File: src/hdl/dsbl_pkg.sv
// ----------------------------------------------------------------------------
// dsbl_pkg
// Shared widths, codes and types of the split band de-esser.
// ----------------------------------------------------------------------------
`default_nettype none

package dsbl_pkg;

    localparam int SAMPLE_BITS = 24;
    localparam int COEF_BITS   = 16;

    // gain is q4.x, so its fraction is four bits shorter than a coefficient
    localparam int GAIN_FRAC = COEF_BITS - 4;

    // high band: |rest - mid| < 2^(S+1), times gain < 2^C, down by GAIN_FRAC
    localparam int HF_W  = SAMPLE_BITS + 6;
    localparam int ENV_W = HF_W - 1;
    localparam int THR_W = SAMPLE_BITS - 1;

    // shared multiply-add unit
    localparam int MAC_AW = HF_W + 1;
    localparam int MAC_BW = (THR_W > COEF_BITS + 1) ? THR_W : COEF_BITS + 1;
    localparam int ACC_W  = MAC_AW + MAC_BW + 2;

    // divider: quotient magnitude stays below the high band magnitude
    localparam int DIV_N = HF_W - 1;
    localparam int DVD_W = DIV_N + THR_W;
    localparam int CNT_W = $clog2(DIV_N + 1);

    // configuration port
    localparam int CFG_IDX_W = 3;
    localparam int CFG_W     = (THR_W > COEF_BITS) ? THR_W : COEF_BITS;

    localparam logic [THR_W-1:0]     THRESHOLD_RST = THR_W'(23640);
    localparam logic [COEF_BITS-1:0] SPLIT_RST     = COEF_BITS'(25454);
    localparam logic [COEF_BITS-1:0] GAIN_RST      = COEF_BITS'(4096);
    localparam logic [COEF_BITS-1:0] ATTACK_RST    = COEF_BITS'(655);
    localparam logic [COEF_BITS-1:0] RELEASE_RST   = COEF_BITS'(65012);

    localparam logic [COEF_BITS:0] COEF_ONE = (COEF_BITS + 1)'(1) << COEF_BITS;

    typedef enum logic [CFG_IDX_W-1:0] {
        CFG_THRESHOLD = 3'd0,
        CFG_SPLIT     = 3'd1,
        CFG_GAIN      = 3'd2,
        CFG_ATTACK    = 3'd3,
        CFG_RELEASE   = 3'd4
    } cfg_idx_t;

    typedef enum logic [3:0] {
        ST_IDLE,
        ST_LP1A,
        ST_LP1B,
        ST_LP2A,
        ST_LP2B,
        ST_HF,
        ST_ENV,
        ST_ENV_UPD,
        ST_DIV_INIT,
        ST_DIV,
        ST_SUM
    } state_t;

    typedef struct packed {
        logic signed [MAC_AW-1:0] a;
        logic        [MAC_BW-1:0] b;
        logic signed [ACC_W-1:0]  c;
    } mac_req_t;

    typedef struct packed {
        logic busy;
        logic done;
    } div_stat_t;

endpackage

`default_nettype wire

File: src/hdl/deesser_split_band_limiter.sv
// ----------------------------------------------------------------------------
// deesser_split_band_limiter
// Split band sibilance limiter: mono mix, two one-pole splits, envelope
// follower and high band gain reduction, on one shared multiply-add unit.
// ----------------------------------------------------------------------------
// usage:
//   s_ channel takes one stereo word (left, right q1.23); m_ channel returns
//   one mono q1.23 word per input word, saturated to the sample range.
//   cfg_we / cfg_index / cfg_wdata write the five settings; write them only
//   while no word is in flight. indexes beyond the list are ignored.
// timing:
//   a word walks through seven multiply-add steps and a final sum step, one
//   per cycle while neither the divider nor a full output register holds it.
//   when the envelope is above the threshold, a restoring divider runs before
//   the sum step: a start step, 29 quotient bits, then the quotient is
//   picked up.
//   s_tready is high only between words, so a new word is taken only after
//   the last one has left the sum step; a finished word sits in the output
//   register, so the next input is taken while it waits.
// reset:
//   aresetn (synchronous, low) restores the default settings and clears
//   both filter states and the envelope.
// stall:
//   if the output register still holds an unaccepted word when the next
//   result is done, the block holds that result inside until the register frees up.
// ----------------------------------------------------------------------------
`default_nettype none

module deesser_split_band_limiter (
    input  wire logic                              aclk,
    input  wire logic                              aresetn,
    // configuration
    input  wire logic                              cfg_we,
    input  wire logic [dsbl_pkg::CFG_IDX_W-1:0]    cfg_index,
    input  wire logic [dsbl_pkg::CFG_W-1:0]        cfg_wdata,
    // input stream
    input  wire logic                              s_tvalid,
    output logic                                   s_tready,
    input  wire logic [2*dsbl_pkg::SAMPLE_BITS-1:0] s_tdata,  // left_in, right_in
    // result stream
    output logic                                   m_tvalid,
    input  wire logic                              m_tready,
    output logic [dsbl_pkg::SAMPLE_BITS-1:0]       m_tdata    // mono_out
);

    localparam int S     = dsbl_pkg::SAMPLE_BITS;
    localparam int C     = dsbl_pkg::COEF_BITS;
    localparam int GF    = dsbl_pkg::GAIN_FRAC;
    localparam int HF_W  = dsbl_pkg::HF_W;
    localparam int ENV_W = dsbl_pkg::ENV_W;
    localparam int AW    = dsbl_pkg::MAC_AW;
    localparam int BW    = dsbl_pkg::MAC_BW;
    localparam int ACC_W = dsbl_pkg::ACC_W;
    localparam int SUM_W = HF_W + 1;

    // settings
    logic [dsbl_pkg::THR_W-1:0] thr_reg;
    logic [C-1:0]               split_reg;
    logic [C-1:0]               gain_reg;
    logic [C-1:0]               attack_reg;
    logic [C-1:0]               release_reg;

    // sequencer and filter state
    dsbl_pkg::state_t   state_reg, state_next;
    logic signed [S-1:0]     mono_reg, mono_next;
    logic signed [S-1:0]     low_reg, low_next;
    logic signed [S:0]       mid_reg, mid_next;
    logic signed [S:0]       rest_reg, rest_next;
    logic signed [HF_W-1:0]  hf_reg, hf_next;
    logic [ENV_W-1:0]        env_reg, env_next;
    logic                    rise_reg, rise_next;
    logic                    neg_reg, neg_next;
    logic                    scale_reg, scale_next;
    logic [S-1:0]            out_reg, out_next;
    logic                    m_tvalid_reg, m_tvalid_next;

    // datapath helpers
    dsbl_pkg::mac_req_t          mac_req;
    logic signed [ACC_W-1:0]     acc;
    logic [C:0]                  fo;
    logic signed [S:0]           in_sum;
    logic signed [S-1:0]         low_new;
    logic signed [S:0]           mid_new;
    logic signed [S+1:0]         diff;
    logic signed [HF_W-1:0]      hf_new;
    logic signed [HF_W-1:0]      env_s;
    logic [ENV_W-1:0]            env_step;
    logic [ENV_W-1:0]            env_new;
    logic signed [ACC_W-1:0]     prod_mag;
    logic signed [HF_W-1:0]      hf_fin;
    logic signed [SUM_W-1:0]     sum;
    logic                        div_start;
    logic [dsbl_pkg::DIV_N-1:0]  quo;
    dsbl_pkg::div_stat_t         div_stat;

    dsbl_mac u_mac (
        .aclk (aclk),
        .req  (mac_req),
        .acc  (acc)
    );

    dsbl_div u_div (
        .aclk    (aclk),
        .aresetn (aresetn),
        .start   (div_start),
        .dvd_mag (prod_mag[dsbl_pkg::DVD_W-1:0]),
        .dvs     (env_reg),
        .quo     (quo),
        .stat    (div_stat)
    );

    assign fo       = dsbl_pkg::COEF_ONE - {1'b0, split_reg};
    assign in_sum   = $signed({s_tdata[S-1], s_tdata[S-1:0]})
                    + $signed({s_tdata[2*S-1], s_tdata[2*S-1:S]});
    assign low_new  = acc[C+S-1:C];
    assign mid_new  = acc[C+S:C];
    assign diff     = $signed({rest_reg[S], rest_reg}) - $signed({mid_new[S], mid_new});
    assign hf_new   = acc[GF+HF_W-1:GF];
    assign env_s    = $signed({1'b0, env_reg});
    assign env_step = acc[C+ENV_W-1:C];
    assign env_new  = rise_reg ? env_reg + env_step : env_step;
    assign prod_mag = acc[ACC_W-1] ? -acc : acc;
    assign hf_fin   = !scale_reg ? hf_reg
                    : (neg_reg ? -$signed({1'b0, quo}) : $signed({1'b0, quo}));
    assign sum      = SUM_W'(low_reg) + SUM_W'(mid_reg) + SUM_W'(hf_fin);

    always_comb begin
        state_next    = state_reg;
        mono_next     = mono_reg;
        low_next      = low_reg;
        mid_next      = mid_reg;
        rest_next     = rest_reg;
        hf_next       = hf_reg;
        env_next      = env_reg;
        rise_next     = rise_reg;
        neg_next      = neg_reg;
        scale_next    = scale_reg;
        out_next      = out_reg;
        m_tvalid_next = m_tvalid_reg && !m_tready;
        mac_req.a     = '0;
        mac_req.b     = '0;
        mac_req.c     = '0;
        div_start     = 1'b0;
        s_tready      = 1'b0;

        case (state_reg)
            dsbl_pkg::ST_IDLE: begin
                s_tready = 1'b1;
                if (s_tvalid) begin
                    mono_next  = in_sum[S:1];
                    state_next = dsbl_pkg::ST_LP1A;
                end
            end
            dsbl_pkg::ST_LP1A: begin
                mac_req.a  = AW'(low_reg);
                mac_req.b  = BW'(fo);
                mac_req.c  = ACC_W'(1) << (C - 1);
                state_next = dsbl_pkg::ST_LP1B;
            end
            dsbl_pkg::ST_LP1B: begin
                mac_req.a  = AW'(mono_reg);
                mac_req.b  = BW'(split_reg);
                mac_req.c  = acc;
                state_next = dsbl_pkg::ST_LP2A;
            end
            dsbl_pkg::ST_LP2A: begin
                low_next   = low_new;
                rest_next  = $signed({mono_reg[S-1], mono_reg})
                           - $signed({low_new[S-1], low_new});
                mac_req.a  = AW'(mid_reg);
                mac_req.b  = BW'(fo);
                mac_req.c  = ACC_W'(1) << (C - 1);
                state_next = dsbl_pkg::ST_LP2B;
            end
            dsbl_pkg::ST_LP2B: begin
                mac_req.a  = AW'(rest_reg);
                mac_req.b  = BW'(split_reg);
                mac_req.c  = acc;
                state_next = dsbl_pkg::ST_HF;
            end
            dsbl_pkg::ST_HF: begin
                mid_next   = mid_new;
                mac_req.a  = AW'(diff);
                mac_req.b  = BW'(gain_reg);
                mac_req.c  = ACC_W'(1) << (GF - 1);
                state_next = dsbl_pkg::ST_ENV;
            end
            dsbl_pkg::ST_ENV: begin
                hf_next = hf_new;
                // attack on rise, multiplicative release otherwise
                if (hf_new > env_s) begin
                    rise_next = 1'b1;
                    mac_req.a = AW'(hf_new) - AW'(env_s);
                    mac_req.b = BW'(attack_reg);
                end else begin
                    rise_next = 1'b0;
                    mac_req.a = AW'(env_s);
                    mac_req.b = BW'(release_reg);
                end
                state_next = dsbl_pkg::ST_ENV_UPD;
            end
            dsbl_pkg::ST_ENV_UPD: begin
                env_next   = env_new;
                mac_req.a  = AW'(hf_reg);
                mac_req.b  = BW'(thr_reg);
                scale_next = env_new > ENV_W'(thr_reg);
                state_next = (env_new > ENV_W'(thr_reg)) ? dsbl_pkg::ST_DIV_INIT
                                                         : dsbl_pkg::ST_SUM;
            end
            dsbl_pkg::ST_DIV_INIT: begin
                // divide magnitudes, then restore the sign: truncates toward zero
                neg_next   = acc[ACC_W-1];
                div_start  = 1'b1;
                state_next = dsbl_pkg::ST_DIV;
            end
            dsbl_pkg::ST_DIV: begin
                if (div_stat.done) begin
                    state_next = dsbl_pkg::ST_SUM;
                end
            end
            dsbl_pkg::ST_SUM: begin
                if (!m_tvalid_reg || m_tready) begin
                    if (sum[SUM_W-1:S-1] != {(SUM_W-S+1){sum[SUM_W-1]}}) begin
                        out_next = {sum[SUM_W-1], {(S-1){!sum[SUM_W-1]}}};
                    end else begin
                        out_next = sum[S-1:0];
                    end
                    m_tvalid_next = 1'b1;
                    state_next    = dsbl_pkg::ST_IDLE;
                end
            end
            default: begin
                state_next = dsbl_pkg::ST_IDLE;
            end
        endcase
    end

    always_ff @(posedge aclk) begin
        if (!aresetn) begin
            state_reg    <= dsbl_pkg::ST_IDLE;
            m_tvalid_reg <= 1'b0;
            low_reg      <= '0;
            mid_reg      <= '0;
            env_reg      <= '0;
            thr_reg      <= dsbl_pkg::THRESHOLD_RST;
            split_reg    <= dsbl_pkg::SPLIT_RST;
            gain_reg     <= dsbl_pkg::GAIN_RST;
            attack_reg   <= dsbl_pkg::ATTACK_RST;
            release_reg  <= dsbl_pkg::RELEASE_RST;
        end else begin
            state_reg    <= state_next;
            m_tvalid_reg <= m_tvalid_next;
            low_reg      <= low_next;
            mid_reg      <= mid_next;
            env_reg      <= env_next;
            if (cfg_we) begin
                case (cfg_index)
                    dsbl_pkg::CFG_THRESHOLD: thr_reg     <= cfg_wdata[dsbl_pkg::THR_W-1:0];
                    dsbl_pkg::CFG_SPLIT:     split_reg   <= cfg_wdata[C-1:0];
                    dsbl_pkg::CFG_GAIN:      gain_reg    <= cfg_wdata[C-1:0];
                    dsbl_pkg::CFG_ATTACK:    attack_reg  <= cfg_wdata[C-1:0];
                    dsbl_pkg::CFG_RELEASE:   release_reg <= cfg_wdata[C-1:0];
                    default: begin
                    end
                endcase
            end
        end
    end

    always_ff @(posedge aclk) begin
        mono_reg  <= mono_next;
        rest_reg  <= rest_next;
        hf_reg    <= hf_next;
        rise_reg  <= rise_next;
        neg_reg   <= neg_next;
        scale_reg <= scale_next;
        out_reg   <= out_next;
    end

    assign m_tvalid = m_tvalid_reg;
    assign m_tdata  = out_reg;

    // an accepted word always starts the first filter step
    a_accept_starts: assert property (@(posedge aclk) disable iff (!aresetn)
        s_tvalid && s_tready |=> state_reg == dsbl_pkg::ST_LP1A)
        else $error("accepted word did not start the sequence");

    // the divider only runs with a divisor above the threshold, never zero
    a_div_nonzero: assert property (@(posedge aclk) disable iff (!aresetn)
        state_reg == dsbl_pkg::ST_DIV_INIT |-> env_reg > ENV_W'(thr_reg))
        else $error("divider started without envelope above threshold");

    // a new result appears only out of the final step
    a_result_source: assert property (@(posedge aclk) disable iff (!aresetn)
        m_tvalid && m_tready |=> !m_tvalid || $past(state_reg == dsbl_pkg::ST_SUM))
        else $error("result word appeared outside the final step");

    // a finished result is held while the output register is still full
    a_hold_result: assert property (@(posedge aclk) disable iff (!aresetn)
        state_reg == dsbl_pkg::ST_SUM && m_tvalid && !m_tready
        |=> state_reg == dsbl_pkg::ST_SUM)
        else $error("result dropped while output stalled");

endmodule

`default_nettype wire

File: src/hdl/dsbl_mac.sv
// ----------------------------------------------------------------------------
// dsbl_mac
// Shared multiply-add: acc = a * b + c, registered, one result per cycle.
// ----------------------------------------------------------------------------
`default_nettype none

module dsbl_mac (
    input  wire logic                            aclk,
    input  wire dsbl_pkg::mac_req_t              req,
    output logic signed [dsbl_pkg::ACC_W-1:0]    acc
);

    logic signed [dsbl_pkg::MAC_AW+dsbl_pkg::MAC_BW:0] prod;
    logic signed [dsbl_pkg::ACC_W-1:0]                 acc_reg;
    logic signed [dsbl_pkg::ACC_W-1:0]                 acc_next;

    // b is an unsigned weight, so it gets a zero sign bit
    assign prod     = req.a * $signed({1'b0, req.b});
    assign acc_next = dsbl_pkg::ACC_W'(prod) + req.c;

    always_ff @(posedge aclk) begin
        acc_reg <= acc_next;
    end

    assign acc = acc_reg;

endmodule

`default_nettype wire

File: src/hdl/dsbl_div.sv
// ----------------------------------------------------------------------------
// dsbl_div
// Restoring divider for the limiter gain, one quotient bit per cycle.
// ----------------------------------------------------------------------------
`default_nettype none

module dsbl_div (
    input  wire logic                          aclk,
    input  wire logic                          aresetn,
    input  wire logic                          start,
    input  wire logic [dsbl_pkg::DVD_W-1:0]    dvd_mag,
    input  wire logic [dsbl_pkg::DIV_N-1:0]    dvs,
    output logic      [dsbl_pkg::DIV_N-1:0]    quo,
    output dsbl_pkg::div_stat_t                stat
);

    localparam int N = dsbl_pkg::DIV_N;

    logic [N-1:0]               rem_reg, rem_next;
    logic [N-1:0]               q_reg, q_next;
    logic [dsbl_pkg::CNT_W-1:0] cnt_reg, cnt_next;
    logic                       busy_reg, busy_next;
    logic                       done_reg, done_next;
    logic [N:0]                 trial;
    logic [N:0]                 diff;
    logic                       ge;

    assign trial = {rem_reg, q_reg[N-1]};
    assign diff  = trial - {1'b0, dvs};
    assign ge    = trial >= {1'b0, dvs};

    always_comb begin
        rem_next  = rem_reg;
        q_next    = q_reg;
        cnt_next  = cnt_reg;
        busy_next = busy_reg;
        done_next = 1'b0;
        if (start) begin
            // upper part is below the divisor since the quotient fits n bits
            rem_next  = N'(dvd_mag[dsbl_pkg::DVD_W-1:N]);
            q_next    = dvd_mag[N-1:0];
            cnt_next  = dsbl_pkg::CNT_W'(N);
            busy_next = 1'b1;
        end else if (busy_reg) begin
            rem_next = ge ? diff[N-1:0] : trial[N-1:0];
            q_next   = {q_reg[N-2:0], ge};
            cnt_next = cnt_reg - 1'b1;
            if (cnt_reg == dsbl_pkg::CNT_W'(1)) begin
                busy_next = 1'b0;
                done_next = 1'b1;
            end
        end
    end

    always_ff @(posedge aclk) begin
        if (!aresetn) begin
            busy_reg <= 1'b0;
            done_reg <= 1'b0;
            cnt_reg  <= '0;
        end else begin
            busy_reg <= busy_next;
            done_reg <= done_next;
            cnt_reg  <= cnt_next;
        end
    end

    always_ff @(posedge aclk) begin
        rem_reg <= rem_next;
        q_reg   <= q_next;
    end

    assign quo       = q_reg;
    assign stat.busy = busy_reg;
    assign stat.done = done_reg;

endmodule

`default_nettype wire

File: config.mk
export PLATFORM = sky130hd
export DESIGN_NAME = deesser_split_band_limiter
export DESIGN_NICKNAME = d
export VERILOG_FILES = /design/src/hdl/dsbl_pkg.sv /design/src/hdl/deesser_split_band_limiter.sv /design/src/hdl/dsbl_mac.sv /design/src/hdl/dsbl_div.sv
export SDC_FILE = /design/constraint.sdc
export NUM_CORES = 2
export LEC_CHECK = 0
export BUFFER_PORTS_ARGS = -buffer_cell sky130_fd_sc_hd__clkbuf_2
export CORE_ASPECT_RATIO = 1.1
export CORE_MARGIN = 2
export CORE_UTILIZATION = 55
export CTS_CLUSTER_DIAMETER = 80
export CTS_CLUSTER_SIZE = 28
export DETAILED_ROUTE_END_ITERATION = 10
export GPL_TIMING_DRIVEN = 0
export PLACE_DENSITY = 0.71
export SLEW_MARGIN = 25
export SYNTH_ARGS = -nofsm -noshare
export SYNTH_HDL_FRONTEND = slang
export SYNTH_HIERARCHICAL = 1
export SYNTH_SLANG_ARGS = --single-unit
export TNS_END_PERCENT = 10
File: constraint.sdc
create_clock -name aclk -period 13.9 [get_ports aclk]
set_input_delay 2.085 -clock aclk [delete_from_list [all_inputs] [get_ports aclk]]
set_output_delay 2.085 -clock aclk [all_outputs]
set_load 0.03 [all_outputs]
==> load_flow_metrics.sql <==
INSERT INTO impl_metrics (metric_group, metric, value, unit) VALUES
('timing', 'timing.final.max_slew_violations', '0', ''),
('place', 'dp_hpwl', '177', 'mm'),
('finish', 'multiInputGateArea', '42500', 'um^2'),
('timing', 'worst_slew_margin_rel', '0.184', ''),
('clock_tree', 'cts_buffer_depth', '3', ''),
('min_path', 'class_of_the_worst_hold_path', 'reg2reg', ''),
('detailed_routing', 'totalWireLength', '215', 'mm'),
('critical_path', 'cp_max_fo', '10', ''),
('synthesis', 'netlist_instances', '6618', ''),
('synthesis', 'postSynthAreaPerCell', '8.65', 'um^2'),
('finish', 'final_util', '0.587', ''),
('synthesis', 'mapped_cell_area', '57200', 'um^2'),
('finish', 'finish.cell_count_without_fillers', '8181', ''),
('timing', 'clock.fmax', '74.1', 'MHz'),
('detailed_routing', 'drt-pass1-iter-count', '6', ''),
('critical_path', 'worstSetupStartpointType', 'register', ''),
('place', 'placed_cell_area', '59800', 'um^2'),
('critical_path', 'slowest_stage_cell_crit_path', 'sky130_fd_sc_hd__fa_2', ''),
('power', 'total_power', '0.00494', 'W'),
('clock_tree', 'cts_root_buf', 'sky130_fd_sc_hd__clkbuf_16', ''),
('power', 'peakVddDrop', '0.159', 'mV'),
('global_route', 'wire_length_of_the_first_global_routing_pass', '314', 'mm'),
('detailed_routing', 'dr_iter_0_viols', '5770', ''),
('die', 'floorplan_die_area', '107000', 'um^2'),
('synthesis', 'net_count_after_synthesis', '7893', ''),
('synthesis', 'synthesis.yosys.warnings', '6', ''),
('clock_tree', 'cts_inserted_buffers', '27', ''),
('clock_tree', 'clock_tree_from_tritoncts', 'yes', ''),
('finish', 'mostFrequentLayoutCell', 'sky130_fd_sc_hd__inv_1', ''),
('critical_path', 'worstPathBufferInverterCount', '11', ''),
('finish', 'net_count_final', '8039', ''),
('global_route', 'grt_pass1_vias', '48900', ''),
('clock_tree', 'clk-insertion-delay-late', '0.66', 'ns'),
('die', 'die_width', '312', 'um'),
('global_route', 'grt_overflow', '0', ''),
('critical_path', 'worst_r2r_path_depth', '40', ''),
('min_path', 'hold_depth', '2', ''),
('detailed_routing', 'detail-route-antenna-nets', '0', ''),
('place', 'buffers_on_ports', '103', ''),
('clock_tree', 'worst_setup_hold_path_clk_slew', '0.11', 'ns'),
('min_path', 'hold-path-endpoint', 'thr_reg[18]', ''),
('finish', 'final.fill_count', '9518', ''),
('finish', 'layout_cell_share_with_drive_strength_beyond_1', '0.0473', ''),
('timing', 'slew_at_the_pin_closest_to_its_max_slew_limit', '1.21', 'ns'),
('global_route', 'antenna_found_initial', '17', ''),
('place', 'placed_cells_incl_taps', '8121', ''),
('critical_path', 'worstReg2RegEnd', 'u_mac/acc[55]', ''),
('timing', 'final.hold.worst_slack', '0.461', 'ns'),
('critical_path', 'timing.critical_path.max_delay_family', 'adder cells', ''),
('critical_path', 'worst_r2r_startpoint', 'u_mac/acc[17]', ''),
('timing', 'finalCritPeriodShare', '0.971', ''),
('critical_path', 'path_class', 'reg2reg', ''),
('die', 'io_pins', '105', ''),
('clock_tree', 'cts_num_sinks', '397', ''),
('detailed_routing', 'drcViolationCount', '0', ''),
('timing', 'timing.clock.skew', '0.0365', 'ns'),
('run_status', 'outcome', 'complete, no violations', ''),
('critical_path', 'slack_of_the_worst_reg_to_reg_path', '0.40', 'ns'),
('detailed_routing', 'post_dr_vias_cell', '6.07', ''),
('finish', 'post-route-cell-area', '60900', 'um^2'),
('finish', 'max_reg_flops', '56', ''),
('critical_path', 'end_kind', 'register', ''),
('timing', 'layout_min_cycle_time', '13.50', 'ns'),
('detailed_routing', 'routed-via-count', '49700', ''),
('finish', 'layout.area.seq', '9530', 'um^2'),
('power', 'static-leakage-power', '27.8', 'nW'),
('detailed_routing', 'routedWlPerCell', '26.3', 'um'),
('power', 'power_density', '81.2', 'nW/um^2'),
('die', 'std_cell_rows', '124', ''),
('global_route', 'global_route.usage.total', '0.400', ''),
('clock_tree', 'cts_htree_levels', '1', '');
stage by stage:
| step | setup TNS, ns | worst slack (ns) |
|---|---|---|
| finish | 0 | 0.401 |
| global route | 0 | 0.0112 |
| CTS | 0 | 0.601 |
| detailed placement | 0 | 0.643 |
| global placement | -0.723 | -0.301 |
| floorplan | 0 | 4.08 |
power breakdown:
group          switching (W)  total [W]  internal (W)
clock network       0.000561   0.000971      0.000410
registers           0.000170    0.00147       0.00130
logic                0.00163    0.00250      0.000865
total                0.00236    0.00494       0.00258
final cells by class:
| class | instances | area share |
|---|---|---|
| multi-input cells | 4802 | 0.698 |
| flip-flops and latches | 397 | 0.157 |
| inverters | 1115 | 0.0688 |
| well taps | 1386 | 0.0285 |
| plain buffers | 304 | 0.0198 |
| clock buffers | 30 | 0.0113 |
| repair buffers | 117 | 0.0110 |
| clock inverters | 20 | 0.00555 |
| diodes | 10 | 0.000411 |
worst reg2reg max path: cells and delay by family, from the launching register on:
kind | cells | cell delay [ns]
AOI/OAI and AO/OA | 13 | 4.16
and+or+nand+nor | 6 | 1.62
buffers and inverters | 11 | 2.34
adders and majority gates | 9 | 4.50
xor gates and xnor gates | 1 | 0.15
DFF | 1 | 0.64
repair_timing:
item / 4_1_cts / 5_1_grt
setup endpoints to repair: 0 / 3
hold endpoints to repair: 0 / 0
hold buffers: 0 / 0
buffers inserted: 0 / 0
gates resized for setup: 0 / 2
how the worst max path moves through the flow:
stage | startpoint | end | depth (start not counted)
final | u_mac/acc[17] | u_mac/acc[55] | 40
after global routing | env_reg[1] | u_mac/acc[55] | 41
after CTS | u_mac/acc[18] | u_mac/acc[55] | 39
after detailed placement | env_reg[1] | u_mac/acc[55] | 40
after global placement | env_reg[1] | u_mac/acc[55] | 39
after floorplan | env_reg[1] | u_mac/acc[55] | 41
routing by layer:
metal / share of wire / track usage / vias up
met3: 0.11 / 0.101 / 662
met2: 0.43 / 0.602 / 2878
met5: 0.000070 / 0 / -
met4: 0.077 / 0.250 / 2
met1: 0.38 / 0.519 / 24500
li1: - / - / 21700
(Power assumes the default switching activity.)
